`src/rtl/eoq_pkg.sv`:
```
// ----------------------------------------------------------------------------
// eoq_pkg
// Shared types, sizes and helpers of the elevator order queue with LOOK sort.
// ----------------------------------------------------------------------------
package eoq_pkg;

	// table size and floor encoding
	localparam int DEPTH          = 16;
	localparam int FLOOR_BITS     = 4;
	localparam int IDX_W          = $clog2(DEPTH);
	localparam int CNT_W          = $clog2(DEPTH + 1);
	localparam int RANK_W         = FLOOR_BITS + 1;

	// fixed field widths of the item and result transactions
	localparam int OP_W           = 2;
	localparam int FLOOR_FIELD_W  = 4;
	localparam int BUTTON_W       = 2;
	localparam int DIR_FIELD_W    = 2;
	localparam int ORDER_COUNT_W  = 5;

	// queue depths between the parts
	localparam int CQ_DEPTH       = 2;
	localparam int CQ_PTR_W       = $clog2(CQ_DEPTH);
	localparam int CQ_FILL_W      = $clog2(CQ_DEPTH + 1);
	localparam int RQ_DEPTH       = 2;
	localparam int RQ_PTR_W       = $clog2(RQ_DEPTH);
	localparam int RQ_FILL_W      = $clog2(RQ_DEPTH + 1);

	typedef logic [FLOOR_BITS-1:0] floor_t;
	typedef logic [BUTTON_W-1:0]   button_t;
	typedef logic [RANK_W-1:0]     rank_t;

	// operation codes of an item
	typedef enum logic [OP_W-1:0] {
		OP_ADD   = 2'd0,
		OP_DEL   = 2'd1,
		OP_CLEAR = 2'd2,
		OP_SORT  = 2'd3
	} op_t;

	// motor direction, code three is folded into stop by the front part
	typedef enum logic [DIR_FIELD_W-1:0] {
		DIR_STOP = 2'd0,
		DIR_UP   = 2'd1,
		DIR_DOWN = 2'd2
	} dir_t;

	// back part sequencer states
	typedef enum logic [1:0] {
		ST_IDLE,
		ST_DELETE,
		ST_SORT,
		ST_LIST
	} exec_state_t;

	// input transaction
	typedef struct packed {
		logic [OP_W-1:0]          op;
		logic [FLOOR_FIELD_W-1:0] floor;
		logic [BUTTON_W-1:0]      button;
		logic [FLOOR_FIELD_W-1:0] current_floor;
		logic [DIR_FIELD_W-1:0]   direction;
	} item_t;

	// result transaction
	typedef struct packed {
		logic [FLOOR_FIELD_W-1:0] out_floor;
		logic [BUTTON_W-1:0]      out_button;
		logic                     entry_valid;
		logic                     last;
		logic [ORDER_COUNT_W-1:0] order_count;
		logic                     status;
	} result_t;

	// classified command between front and back
	typedef struct packed {
		op_t     kind;
		floor_t  floor;
		button_t button;
		floor_t  cur;
		dir_t    dir;
	} cmd_t;

	// one table entry
	typedef struct packed {
		floor_t  floor;
		button_t button;
	} entry_t;

	// sort key: upper group ascending, lower group descending, group order by direction
	function automatic rank_t rank_f(floor_t fl, floor_t cur, dir_t dir);
		logic  upper;
		rank_t rank;
		upper = (fl >= cur);
		unique case (dir)
			DIR_UP:   rank = upper ? {1'b0, fl} : {1'b1, ~fl};
			DIR_DOWN: rank = upper ? {1'b1, fl} : {1'b0, ~fl};
			default:  rank = {1'b0, fl};
		endcase
		return rank;
	endfunction

endpackage

```
`src/rtl/eoq_front.sv`:
```
// ----------------------------------------------------------------------------
// eoq_front
// Accepts item transactions, decodes them into commands and queues them
// for the back part.
// ----------------------------------------------------------------------------
module eoq_front (
	input  logic          clk,
	input  logic          arst_n,
	input  logic          push,
	output logic          full,
	input  eoq_pkg::item_t item,
	output logic          cmd_valid,
	input  logic          cmd_pop,
	output eoq_pkg::cmd_t cmd
);
	import eoq_pkg::*;

	cmd_t                 slot_q [CQ_DEPTH];
	logic [CQ_PTR_W-1:0]  wr_ptr_q;
	logic [CQ_PTR_W-1:0]  rd_ptr_q;
	logic [CQ_FILL_W-1:0] fill_q;
	cmd_t                 decoded;
	logic                 do_push;
	logic                 do_pop;

	// decode: mask floors to table width, fold unknown direction into stop
	always_comb begin
		decoded.kind   = op_t'(item.op);
		decoded.floor  = FLOOR_BITS'(item.floor);
		decoded.button = item.button;
		decoded.cur    = FLOOR_BITS'(item.current_floor);
		unique case (dir_t'(item.direction))
			DIR_UP:   decoded.dir = DIR_UP;
			DIR_DOWN: decoded.dir = DIR_DOWN;
			default:  decoded.dir = DIR_STOP;
		endcase
	end

	assign full      = (fill_q == CQ_FILL_W'(CQ_DEPTH));
	assign cmd_valid = (fill_q != '0);
	assign cmd       = slot_q[rd_ptr_q];
	assign do_push   = push && !full;
	assign do_pop    = cmd_pop && cmd_valid;

	// command storage
	always_ff @(posedge clk) begin
		if (do_push) begin
			slot_q[wr_ptr_q] <= decoded;
		end
	end

	// pointers and fill level
	always_ff @(posedge clk or negedge arst_n) begin
		if (!arst_n) begin
			wr_ptr_q <= '0;
			rd_ptr_q <= '0;
			fill_q   <= '0;
		end else begin
			if (do_push) begin
				wr_ptr_q <= (wr_ptr_q == CQ_PTR_W'(CQ_DEPTH - 1)) ? '0 : wr_ptr_q + 1'b1;
			end
			if (do_pop) begin
				rd_ptr_q <= (rd_ptr_q == CQ_PTR_W'(CQ_DEPTH - 1)) ? '0 : rd_ptr_q + 1'b1;
			end
			if (do_push && !do_pop) begin
				fill_q <= fill_q + 1'b1;
			end else if (do_pop && !do_push) begin
				fill_q <= fill_q - 1'b1;
			end
		end
	end

endmodule

```
`src/rtl/eoq_exec.sv`:
```
// ----------------------------------------------------------------------------
// eoq_exec
// Holds the order table and carries out add, delete, clear and sort.
// Delete compacts the table one entry per cycle, sort runs odd-even
// transposition rounds over the filled entries of the table, listing walks it afterwards.
// ----------------------------------------------------------------------------
module eoq_exec (
	input  logic             clk,
	input  logic             arst_n,
	input  logic             cmd_valid,
	output logic             cmd_pop,
	input  eoq_pkg::cmd_t    cmd,
	input  logic             res_ready,
	output logic             res_push,
	output eoq_pkg::result_t res_data
);
	import eoq_pkg::*;

	exec_state_t       state_q;
	exec_state_t       state_d;
	entry_t            tab_q [DEPTH];
	entry_t            tab_d [DEPTH];
	entry_t            sorted [DEPTH];
	rank_t             rank [DEPTH];
	logic [DEPTH-1:0]  swap;
	logic [CNT_W-1:0]  count_q;
	logic [CNT_W-1:0]  count_d;
	logic [CNT_W-1:0]  rd_q;
	logic [CNT_W-1:0]  rd_d;
	logic [CNT_W-1:0]  wr_q;
	logic [CNT_W-1:0]  wr_d;
	logic [IDX_W-1:0]  round_q;
	logic [IDX_W-1:0]  round_d;
	floor_t            del_floor_q;
	floor_t            cur_q;
	dir_t              dir_q;
	logic              latch_cmd;
	entry_t            rd_entry;
	entry_t            new_entry;
	logic              list_last;

	assign rd_entry  = tab_q[rd_q[IDX_W-1:0]];
	assign new_entry = '{floor: cmd.floor, button: cmd.button};
	assign list_last = ((rd_q + 1'b1) == count_q);

	// sort keys of all entries
	always_comb begin
		for (int j = 0; j < DEPTH; j++) begin
			rank[j] = rank_f(tab_q[j].floor, cur_q, dir_q);
		end
	end

	// one transposition round: strict compare keeps equal floors in order
	always_comb begin
		swap = '0;
		for (int j = 0; j < DEPTH - 1; j++) begin
			swap[j] = ((j % 2) == int'(round_q[0])) && (CNT_W'(j + 1) < count_q)
				&& (rank[j] > rank[j+1]);
		end
		for (int j = 0; j < DEPTH; j++) begin
			if (j > 0 && swap[(j > 0) ? j - 1 : 0]) begin
				sorted[j] = tab_q[(j > 0) ? j - 1 : 0];
			end else if (j < DEPTH - 1 && swap[j]) begin
				sorted[j] = tab_q[(j < DEPTH - 1) ? j + 1 : j];
			end else begin
				sorted[j] = tab_q[j];
			end
		end
	end

	// next state
	always_comb begin
		state_d = state_q;
		unique case (state_q)
			ST_IDLE: begin
				if (cmd_valid) begin
					unique case (cmd.kind)
						OP_DEL:  state_d = ST_DELETE;
						OP_SORT: state_d = (count_q != '0) ? ST_SORT : ST_IDLE;
						default: state_d = ST_IDLE;
					endcase
				end
			end
			ST_DELETE: begin
				if (rd_q == count_q && res_ready) begin
					state_d = ST_IDLE;
				end
			end
			ST_SORT: begin
				if (round_q == IDX_W'(DEPTH - 1)) begin
					state_d = ST_LIST;
				end
			end
			ST_LIST: begin
				if (res_ready && list_last) begin
					state_d = ST_IDLE;
				end
			end
		endcase
	end

	// outputs and datapath updates
	always_comb begin
		cmd_pop   = 1'b0;
		res_push  = 1'b0;
		res_data  = '0;
		latch_cmd = 1'b0;
		tab_d     = tab_q;
		count_d   = count_q;
		rd_d      = rd_q;
		wr_d      = wr_q;
		round_d   = round_q;
		unique case (state_q)
			ST_IDLE: begin
				if (cmd_valid) begin
					unique case (cmd.kind)
						OP_ADD: begin
							if (res_ready) begin
								cmd_pop           = 1'b1;
								res_push          = 1'b1;
								res_data.last     = 1'b1;
								if (count_q < CNT_W'(DEPTH)) begin
									tab_d[count_q[IDX_W-1:0]] = new_entry;
									count_d = count_q + 1'b1;
								end else begin
									res_data.status = 1'b1;
								end
								res_data.order_count = ORDER_COUNT_W'(count_d);
							end
						end
						OP_CLEAR: begin
							if (res_ready) begin
								cmd_pop              = 1'b1;
								res_push             = 1'b1;
								res_data.last        = 1'b1;
								count_d              = '0;
								res_data.order_count = '0;
							end
						end
						OP_DEL: begin
							cmd_pop   = 1'b1;
							latch_cmd = 1'b1;
							rd_d      = '0;
							wr_d      = '0;
						end
						OP_SORT: begin
							if (count_q != '0) begin
								cmd_pop   = 1'b1;
								latch_cmd = 1'b1;
								round_d   = '0;
							end else if (res_ready) begin
								cmd_pop       = 1'b1;
								res_push      = 1'b1;
								res_data.last = 1'b1;
							end
						end
					endcase
				end
			end
			ST_DELETE: begin
				if (rd_q != count_q) begin
					if (rd_entry.floor != del_floor_q) begin
						tab_d[wr_q[IDX_W-1:0]] = rd_entry;
						wr_d = wr_q + 1'b1;
					end
					rd_d = rd_q + 1'b1;
				end else if (res_ready) begin
					res_push             = 1'b1;
					res_data.last        = 1'b1;
					res_data.order_count = ORDER_COUNT_W'(wr_q);
					count_d              = wr_q;
				end
			end
			ST_SORT: begin
				tab_d   = sorted;
				round_d = round_q + 1'b1;
				rd_d    = '0;
			end
			ST_LIST: begin
				if (res_ready) begin
					res_push             = 1'b1;
					res_data.out_floor   = FLOOR_FIELD_W'(rd_entry.floor);
					res_data.out_button  = rd_entry.button;
					res_data.entry_valid = 1'b1;
					res_data.last        = list_last;
					res_data.order_count = ORDER_COUNT_W'(count_q);
					rd_d                 = rd_q + 1'b1;
				end
			end
		endcase
	end

	// order table, contents undefined until written
	always_ff @(posedge clk) begin
		tab_q <= tab_d;
	end

	// command operands held while the back part works
	always_ff @(posedge clk) begin
		if (latch_cmd) begin
			del_floor_q <= cmd.floor;
			cur_q       <= cmd.cur;
			dir_q       <= cmd.dir;
		end
	end

	// control state
	always_ff @(posedge clk or negedge arst_n) begin
		if (!arst_n) begin
			state_q <= ST_IDLE;
			count_q <= '0;
			rd_q    <= '0;
			wr_q    <= '0;
			round_q <= '0;
		end else begin
			state_q <= state_d;
			count_q <= count_d;
			rd_q    <= rd_d;
			wr_q    <= wr_d;
			round_q <= round_d;
		end
	end

endmodule

```
`src/rtl/eoq_out_queue.sv`:
```
// ----------------------------------------------------------------------------
// eoq_out_queue
// Result queue between the back part and the result port.
// ----------------------------------------------------------------------------
module eoq_out_queue (
	input  logic             clk,
	input  logic             arst_n,
	input  logic             res_push,
	output logic             res_ready,
	input  eoq_pkg::result_t res_data,
	output logic             empty,
	input  logic             pop,
	output eoq_pkg::result_t result
);
	import eoq_pkg::*;

	result_t              slot_q [RQ_DEPTH];
	logic [RQ_PTR_W-1:0]  wr_ptr_q;
	logic [RQ_PTR_W-1:0]  rd_ptr_q;
	logic [RQ_FILL_W-1:0] fill_q;
	logic                 do_push;
	logic                 do_pop;

	assign res_ready = (fill_q != RQ_FILL_W'(RQ_DEPTH));
	assign empty     = (fill_q == '0);
	assign result    = slot_q[rd_ptr_q];
	assign do_push   = res_push && res_ready;
	assign do_pop    = pop && !empty;

	// result storage
	always_ff @(posedge clk) begin
		if (do_push) begin
			slot_q[wr_ptr_q] <= res_data;
		end
	end

	// pointers and fill level
	always_ff @(posedge clk or negedge arst_n) begin
		if (!arst_n) begin
			wr_ptr_q <= '0;
			rd_ptr_q <= '0;
			fill_q   <= '0;
		end else begin
			if (do_push) begin
				wr_ptr_q <= (wr_ptr_q == RQ_PTR_W'(RQ_DEPTH - 1)) ? '0 : wr_ptr_q + 1'b1;
			end
			if (do_pop) begin
				rd_ptr_q <= (rd_ptr_q == RQ_PTR_W'(RQ_DEPTH - 1)) ? '0 : rd_ptr_q + 1'b1;
			end
			if (do_push && !do_pop) begin
				fill_q <= fill_q + 1'b1;
			end else if (do_pop && !do_push) begin
				fill_q <= fill_q - 1'b1;
			end
		end
	end

endmodule

```
`src/rtl/elevator_order_queue_look_sort.sv`:
```
// ----------------------------------------------------------------------------
// elevator_order_queue_look_sort
// Elevator order table with add, delete, clear and LOOK-ordered listing.
// ----------------------------------------------------------------------------
// Items enter through a two-deep command queue and results leave through a
// two-deep result queue, so either side may stall without holding the other.
// With an idle back part, an accepted add or clear item is registered in the
// command queue and its result in the result queue that drives the result
// ports. The back part handles one command at a time. Add, clear and a sort
// of an empty table give one result. Delete takes the command, walks the
// count entries of the table and gives its result. Sort takes the command,
// runs DEPTH transposition rounds, then lists the count entries of the table
// one result per cycle while the result queue has room. A full result queue
// holds the back part whenever it has a result to give.
// ----------------------------------------------------------------------------
module elevator_order_queue_look_sort (
	input  logic             clk,
	input  logic             arst_n,
	input  logic             push,
	output logic             full,
	input  eoq_pkg::item_t   item,
	output logic             empty,
	input  logic             pop,
	output eoq_pkg::result_t result
);
	import eoq_pkg::*;

	cmd_t    cmd;
	logic    cmd_valid;
	logic    cmd_pop;
	logic    res_push;
	logic    res_ready;
	result_t res_data;

	// front: accept and decode
	eoq_front u_front (
		.clk       (clk),
		.arst_n    (arst_n),
		.push      (push),
		.full      (full),
		.item      (item),
		.cmd_valid (cmd_valid),
		.cmd_pop   (cmd_pop),
		.cmd       (cmd)
	);

	// back: table and operations
	eoq_exec u_exec (
		.clk       (clk),
		.arst_n    (arst_n),
		.cmd_valid (cmd_valid),
		.cmd_pop   (cmd_pop),
		.cmd       (cmd),
		.res_ready (res_ready),
		.res_push  (res_push),
		.res_data  (res_data)
	);

	// result queue
	eoq_out_queue u_out_queue (
		.clk       (clk),
		.arst_n    (arst_n),
		.res_push  (res_push),
		.res_ready (res_ready),
		.res_data  (res_data),
		.empty     (empty),
		.pop       (pop),
		.result    (result)
	);

endmodule
```
`config.mk`:
```
export PLATFORM = sky130hd
export DESIGN_NAME = elevator_order_queue_look_sort
export DESIGN_NICKNAME = d
export VERILOG_FILES = /design/src/rtl/eoq_pkg.sv /design/src/rtl/eoq_front.sv /design/src/rtl/eoq_exec.sv /design/src/rtl/eoq_out_queue.sv /design/src/rtl/elevator_order_queue_look_sort.sv
export SDC_FILE = /design/constraint.sdc
export NUM_CORES = 1
export LEC_CHECK = 0
export BUFFER_PORTS_ARGS = -buffer_cell sky130_fd_sc_hd__buf_2
export CAP_MARGIN = 30
export CORE_MARGIN = 5
export CORE_UTILIZATION = 40
export CTS_BUF_LIST = sky130_fd_sc_hd__clkbuf_8
export DETAILED_ROUTE_END_ITERATION = 8
export HOLD_SLACK_MARGIN = 0.02
export PLACE_DENSITY = 0.61
export SYNTH_ARGS = -nofsm -noshare
export SYNTH_HDL_FRONTEND = slang
export SYNTH_SLANG_ARGS = --single-unit
```
`constraint.sdc`:
```
create_clock -name clk -period 13.55 [get_ports clk]
set_input_delay 0.6775 -clock clk [delete_from_list [all_inputs] [get_ports clk]]
set_output_delay 0.6775 -clock clk [all_outputs]
set_load 0.01 [all_outputs]
```
## Word-level counts from Yosys, hierarchy flattened

Memories as Yosys holds them, arrays and structs flattened.
Cells that the tools add are included.

| word-level totals | value |
|---|---|
| register bits | 135 |
| word-level logic and storage cells | 424 |
| input bits | 18 |
| memories kept | 2 |
| output and inout port bits | 16 |
| memory bits (writable) | 56 |

| cells by class | value |
|---|---|
| reduce and logical (&&, ||, !) cells | 80 |
| muxes and demuxes | 161 |
| bitwise gates (word level) | 20 |
| $lt $le $gt $ge | 52 |
| add/sub/neg operators | 12 |
| eq/ne operators | 51 |

Memories:

| memory | words | bits a word | rd ports | clocked after memory_dff | write ports | line | RTL |
|---|---|---|---|---|---|---|---|
| u_front.slot_q | 2 | 14 | 1 | 0 | 1 | eoq_front.sv:18 | `cmd_t slot_q [CQ_DEPTH];` |
| u_out_queue.slot_q | 2 | 14 | 1 | 0 | 1 | eoq_out_queue.sv:17 | `result_t slot_q [RQ_DEPTH];` |

Operator list:

| operator | count |
|---|---|
| $mux 96 | 6 |
| $pmux 96 s3 | 1 |
| $mux 6 | 37 |
| $mux 5 | 44 |
| $pmux 5 s2 | 20 |
| $bwmux 96 | 2 |
| $reduce_and 8->1 | 16 |
| $gt 5x5->1 | 15 |
| $ge 4x4->1 | 16 |
| $not 4->4 | 16 |
| $demux 6 s4 | 2 |
| $logic_and 1x1->1 | 42 |
| $ne 3x1->1 const B | 14 |
| $lt 4x5->1 const A | 8 |
| $bmux 6 s4 | 1 |
| $ne 2x1->1 const B | 12 |
| $mux 1 | 21 |
| $mux 7 | 3 |
| $lt 3x5->1 const A | 4 |
| $pmux 5 s4 | 1 |
| $mux 2 | 9 |
| $pmux 6 s3 | 1 |
| $add 5x1->5 const B | 3 |
| $ge 5x5->1 const B | 3 |
| other kinds (35) | 79 |

## Longest topological paths before layout

Gate-level depths: netlist of run 1.

| logic depth | value |
|---|---|
| depth after elaboration | 11 |
| depth in mapped cells | 20 |

## Modules after synthesis

From an unflattened synthesis of run 1, not the netlist that was laid out.

| second synthesis, totals | value |
|---|---|
| cells, all modules | 1867 |
| area total of the unflattened synthesis | 17424.2 um2 |

By module, submodules not included:

| module | instances | area each (um2) | cells each | seq. area each (um2) |
|---|---|---|---|---|
| eoq_exec | 1 | 14891.8 | 1740 | 3708.6 |
| eoq_front | 1 | 1276.2 | 65 | 940.9 |
| eoq_out_queue | 1 | 1256.2 | 62 | 940.9 |

## Least setup slack after synthesis of run 1

No wires, ideal clock.

| timing | value |
|---|---|
| kind | register -> register |
| start | reg u_exec.cur_q[0] |
| end | reg (tool-made name) |
| data required time | 13169 ps |
| setup time | 381 ps |
| slack | 8962 ps |
| stages on the path, launching flop included | 15 |
| data arrival time | 4206 ps |
| path buffers | 0 |
| clock period less this slack | 4588 ps |
| cell sequence | edfxtp_1 > ha_1 > nand2b_1 > a2111oi_0 > or2_2 > mux2i_1 > inv_1 > ha_1 > inv_1 > a221oi_1 > and3_1 > or3_1 > a221oi_4 > inv_1 > a311oi_1 |

RTL lines:

| what | line | RTL |
|---|---|---|
| start: declaration | eoq_exec.sv:35 | `floor_t cur_q;` |
| start signal: assignment | eoq_exec.sv:202 | `cur_q <= cmd.cur;` |

==> results of run 1 <==
Yosys cell counts (22+ instances only):
cell / count
nor3_1: 39
o21ai_0: 102
inv_1: 117
nor2_1: 163
a21o_1: 23
ha_1: 149
mux2i_1: 61
a21oi_1: 113
dfrtp_1: 29
clkbuf_1: 96
o21a_1: 31
xnor2_1: 64
xor2_1: 22
and2_1: 28
a311oi_1: 26
o22ai_1: 34
o211ai_1: 43
mux2_2: 71
nor2b_1: 30
a211oi_1: 46
nand2_1: 178
edfxtp_1: 162
a22oi_1: 29
path summary, 6_finish.rpt:
check                                             start                                end  slack, ns  depth (start not counted)
setup / recovery              u_exec.dir_q[0]$_DFFE_PP_                           register       7.95                         17
hold / removal                                   arst_n  u_out_queue.fill_q[0]$_DFFE_PN0P_       0.19                          1
setup reg to reg              u_exec.dir_q[0]$_DFFE_PP_                           register       7.95                         17
hold reg to reg            u_front.wr_ptr_q$_DFFE_PN0P_       u_front.wr_ptr_q$_DFFE_PN0P_       0.50                          1
max in group asynchronous                        arst_n         u_exec.rd_q[0]$_DFFE_PN0P_      12.86                          1
min in group clk                                item[6]     u_front.slot_q[1][6]$_DFFE_PP_       0.33                          1
kinds of logic after synthesis:
group                      count (synthesis)  share of synthesized area
xor gates and xnor gates                  88                     0.0454
buffers and inverters                    248                     0.0554
muxes                                    146                     0.0989
AOI/OAI and AO/OA                        568                      0.223
DFF                                      191                      0.320
and+or+nand+nor                          559                      0.150
adders and majority gates                149                      0.107
metrics by stage:
step,utilization,std cells,hold slack [ns],area (µm²),setup slack (ns)
2_1_floorplan,-,1949,0.382,17400,8.96
4_1_cts,0.432,2511,0.181,18600,7.98
5_1_grt,0.432,2512,0.207,18600,7.58
3_5_place_dp,0.422,2479,0.477,18200,7.96
3_3_place_gp,0.421,2477,0.471,18200,8.05
6_report,0.432,2512,0.193,18600,7.95
layout make-up:
type | instances | area [µm²]
fillers | 4166 | 24500
inverters | 120 | 450
repair buffers | 74 | 470
clock inverters | 15 | 184
multi-input cells | 1510 | 10900
flip-flops and latches | 191 | 5590
well taps | 585 | 732
clock buffers | 17 | 234
worst max-delay path, stage by stage, from the launching register on:
cell      delay, ns
edfxtp_1       0.41
inv_1          0.07
ha_1           0.80
nor3_2         0.13
buf_4          0.33
nor2_1         0.49
o21ai_0        0.27
o21ai_0        0.42
inv_1          0.09
ha_1           0.32
nor2b_1        0.13
o21a_1         0.16
o21a_1         0.16
o21a_1         0.16
o21ai_1        0.65
mux2_2         0.42
a221oi_1       0.25
nor3_1         0.07
layout by cell type (no fill, tap or decap), types with 46 or more instances in the layout:
cell,count
nand2_1,178
nor2_1,162
edfxtp_1,162
ha_1,146
inv_1,117
a21oi_1,112
o21ai_0,102
mux2_2,71
xnor2_1,64
mux2i_1,59
a211oi_1,46
layer usage:
metal,vias up,wire length [µm],GRT usage,part of all wire
li1,7215,-,-,-
met3,229,6630,0.0579,0.11
met5,-,0,0,0
met1,7499,25400,0.346,0.40
met4,0,3450,0.120,0.055
met2,1012,27600,0.401,0.44
==> impl_metrics.tcl, run 1 <==
set metrics [dict create \
    required_ns 13.82 \
    yosys_warnings 0 \
    finClkSkew_ns 0.0278 \
    grt_pass1_vias 15491 \
    finalCritPeriodShare 0.413 \
    syn_inst 1949 \
    drc 0 \
    synth_top_area_frac 0.279 \
    synth-seq-cells 191 \
    cp_max_fo 44 \
    vias 15955 \
    yosysTopAreaCell "edfxtp_1" \
    syn_area_um2 17400 \
    grt_overflow 0 \
    start_util 0.405 \
    endpoint_kind "register" \
    row_count 76 \
    drv_cap 0 \
    cts_tree "yes" \
    drt_iter0_drc 1914 \
    synth.distinct_cells 82 \
    finalSetupViolCount 0 \
    antenna_found_initial 0 \
    status "completed" \
    dr.pass1.iters 6 \
    clock_latency_ns 0.54 \
    dp_hpwl_um 45000 \
    postCtsHoldBufs 0 \
    finalNetCount 2081 \
    syn_nets 2116 \
    syn_to_final_growth_pct 6.56 \
    grt_max_degree 81 \
    coreArea_um2 43100 \
    gp_congestion 0.984 \
    num_io_pins 34 \
    max-clock-path-buffers 2 \
    antenna_cells 0 \
    ctsHtreeMaxLevel 4 \
    yosys_most_used_dff "edfxtp_1" \
    synth.area.top_cells "edfxtp_1, ha_1, mux2_2, dfrtp_1, nand2_1" \
    grtUsageTotal 0.259 \
    hold_viol_final 0 \
    yosysSeqAreaShare 0.320 \
    critPathLaunchType "register" \
    die_width_um 219 \
    ant_nets 0 \
    cts.sinks 191 \
    grt_pass1_wl_um 94800 \
    clkTransAtPathRegs_ns 0.12 \
    cts_setup_buffers 0 \
    cts.repair.resized 0 \
    dieArea_um2 47900 \
    routed_wl_um 63000 \
    relSlewSlack 0.270 \
    rsz0062_at_grt "false" \
    worst_pin_slew_ns 1.10 \
    finalSetupTns_ns 0 \
    routedWlPerCell_um 25.1 \
    numCtsBuffers 17 \
    layout-drive-gt1-share 0.114 \
    port_buffers 33 \
    arrival_ns 5.87 \
    fmax_mhz 178 \
    via_per_inst 6.35 \
    synth-edff-count 162 \
    cts_root_buffer "clkbuf_8" \
    path_class "register to register" \
    die_h_um 219 \
    drv_slew 0 \
    async_flop_share 0.152 \
    syn_area_per_cell_um2 8.95 \
    hold_class "primary input to asynchronous set/reset pin" \
    fin_crit_ns 5.60 \
]
Power of run 1 is left out: the tool's default activity adds up to more than one toggle a clock period on the data nets, which glitch-free logic cannot reach.
==> run 2: changes to the inputs <==
--- a/config.mk
+++ b/config.mk
@@ -12,7 +12,7 @@
 export CTS_BUF_LIST = sky130_fd_sc_hd__clkbuf_8
 export DETAILED_ROUTE_END_ITERATION = 8
 export HOLD_SLACK_MARGIN = 0.02
-export PLACE_DENSITY = 0.61
+export PLACE_DENSITY = 0.63
 export SYNTH_ARGS = -nofsm -noshare
 export SYNTH_HDL_FRONTEND = slang
 export SYNTH_SLANG_ARGS = --single-unit
==> constraint.sdc (replaced) <==
create_clock -name clk -period 4.8 [get_ports clk]
set_input_delay 0.24 -clock clk [delete_from_list [all_inputs] [get_ports clk]]
set_output_delay 0.24 -clock clk [all_outputs]
set_load 0.01 [all_outputs]
==> impl_metrics.tcl, run 2 (synthesis results as in run 1) <==
set metrics [dict create \
    hold_end "u_front.wr_ptr_q$_DFFE_PN0P_" \
    grt.met2_usage 0.395 \
    cp_max_fo 7 \
    worst_pin_slew_ns 1.08 \
    rsz0062_at_grt "false" \
    finalSetupTns_ns 0 \
    finClkSkew_ns 0.0208 \
    finalNetCount 2191 \
    grt_max_degree 88 \
    fin_crit_ns 4.57 \
    row_count 76 \
    finalCritPeriodShare 0.951 \
    grt_pass1_vias 16073 \
    hold_class "primary input to register" \
    coreArea_um2 43100 \
    hold_depth 3 \
    cts_tree "yes" \
    clock_latency_ns 0.51 \
    path_class "register to register" \
    cts_root_buffer "clkbuf_8" \
    gr-usage-met1 0.331 \
    dp_hpwl_um 45700 \
    dieArea_um2 47900 \
    grt_util_met3 0.0764 \
    grtUsageTotal 0.255 \
    layout_common_cells "nand2_1, nor2_1, edfxtp_1, ha_1, buf_4" \
    antenna_found_initial 1 \
    start_util 0.405 \
    syn_to_final_growth_pct 11.8 \
    arrival_ns 4.85 \
    ant_nets 0 \
    status "completed" \
    layout-drive-gt1-share 0.154 \
    grt_pass1_wl_um 94700 \
    worst_r2r_startpoint "u_exec.cur_q[2]$_DFFE_PP_" \
    die_width_um 219 \
    drt_iter0_drc 1908 \
    regArea_um2 5590 \
    via_per_inst 6.32 \
    required_ns 5.08 \
    critPathLaunchType "register" \
    port_buffers 33 \
    fmax_mhz 219 \
    dr.pass1.iters 6 \
    vias 16570 \
    reg2reg_setup_slack_ns 0.23 \
    drv_cap 0 \
    antenna_cells 0 \
    finalSetupViolCount 0 \
    routedWlPerCell_um 23.9 \
    multi_input_area_um2 10900 \
    grt_overflow 0 \
    die_h_um 219 \
    min-delay-start "push" \
    hold_viol_final 0 \
    max-clock-path-buffers 2 \
    r2r_cells 18 \
    busiest_layer "met2" \
    endpoint_kind "register" \
    fillCellCount 4103 \
    gp_congestion 1.01 \
    num_io_pins 34 \
    final_common_cell "nand2_1" \
    numCtsBuffers 17 \
    drc 0 \
    ctsHtreeMaxLevel 4 \
    clkTransAtPathRegs_ns 0.12 \
    drv_slew 0 \
    relSlewSlack 0.275 \
    routed_wl_um 62600 \
    cts.sinks 191 \
]
==> run 2: stage by stage <==
| stage | hold WS (ns) | cell area, µm² | util | std cells | setup slack (ns) |
|---|---|---|---|---|---|
| floorplan | -0.0556 | 17400 | - | 1949 | 0.212 |
| global placement | 0.324 | 18900 | 0.439 | 2573 | 0.293 |
| detailed placement | 0.316 | 18900 | 0.439 | 2574 | 0.210 |
| CTS | 0.0452 | 19500 | 0.452 | 2621 | 0.192 |
| global route | 0.0629 | 19500 | 0.453 | 2622 | 0.0236 |
| finish | 0.0673 | 19500 | 0.453 | 2622 | 0.234 |
==> run 2: per-layer routing <==
| metal | part of all wire | vias to the layer above |
|---|---|---|
| met1 | 0.40 | 7854 |
| met2 | 0.43 | 1032 |
| met4 | 0.055 | 2 |
| li1 | - | 7424 |
| met3 | 0.12 | 258 |
| met5 | 0.00027 | - |
==> run 2: worst max path at each step <==
| stage | startpoint | to | slack (ns) | cells past startpoint |
|---|---|---|---|---|
| 2_1_floorplan | u_exec.cur_q[0]$_DFFE_PP_ | register | 0.21 | 14 |
| 3_3_place_gp | u_exec.cur_q[2]$_DFFE_PP_ | register | 0.29 | 19 |
| 3_5_place_dp | u_exec.cur_q[2]$_DFFE_PP_ | register | 0.21 | 19 |
| 4_1_cts | u_exec.cur_q[2]$_DFFE_PP_ | register | 0.19 | 19 |
| 5_1_grt | u_exec.cur_q[2]$_DFFE_PP_ | register | 0.02 | 19 |
| 6_report | u_exec.cur_q[2]$_DFFE_PP_ | register | 0.23 | 18 |
==> run 2: critical path, cell delays in order, from the launching register on <==
cell	delay, ns
edfxtp_1	0.40
clkinvlp_4	0.25
buf_4	0.29
ha_1	0.30
o21ai_0	0.10
o21bai_1	0.11
a21oi_1	0.23
and2_0	0.30
xnor2_1	0.15
nor2_1	0.07
ha_1	0.29
a21oi_1	0.24
nand2_1	0.08
o21ai_0	0.25
a211oi_1	0.12
nor3_1	0.34
o32ai_2	0.17
or4b_1	0.48
and3_1	0.16
==> run 2: repair_timing <==
item / in CTS / in global routing
endpoints found under the hold margin: 57 / 0
hold buffers: 15 / 0
setup buffers: 0 / 1
gates resized for setup: 0 / 5
endpoints found under the setup margin: 0 / 36
==> run 2: final cells by class <==
class | instances | area share
well taps | 585 | 0.0375
inverters | 120 | 0.0233
repair buffers | 184 | 0.0698
clock buffers | 17 | 0.0120
clock inverters | 15 | 0.00982
multi-input cells | 1510 | 0.561
flip-flops and latches | 191 | 0.287
Power of run 2 is left out for the same reason.
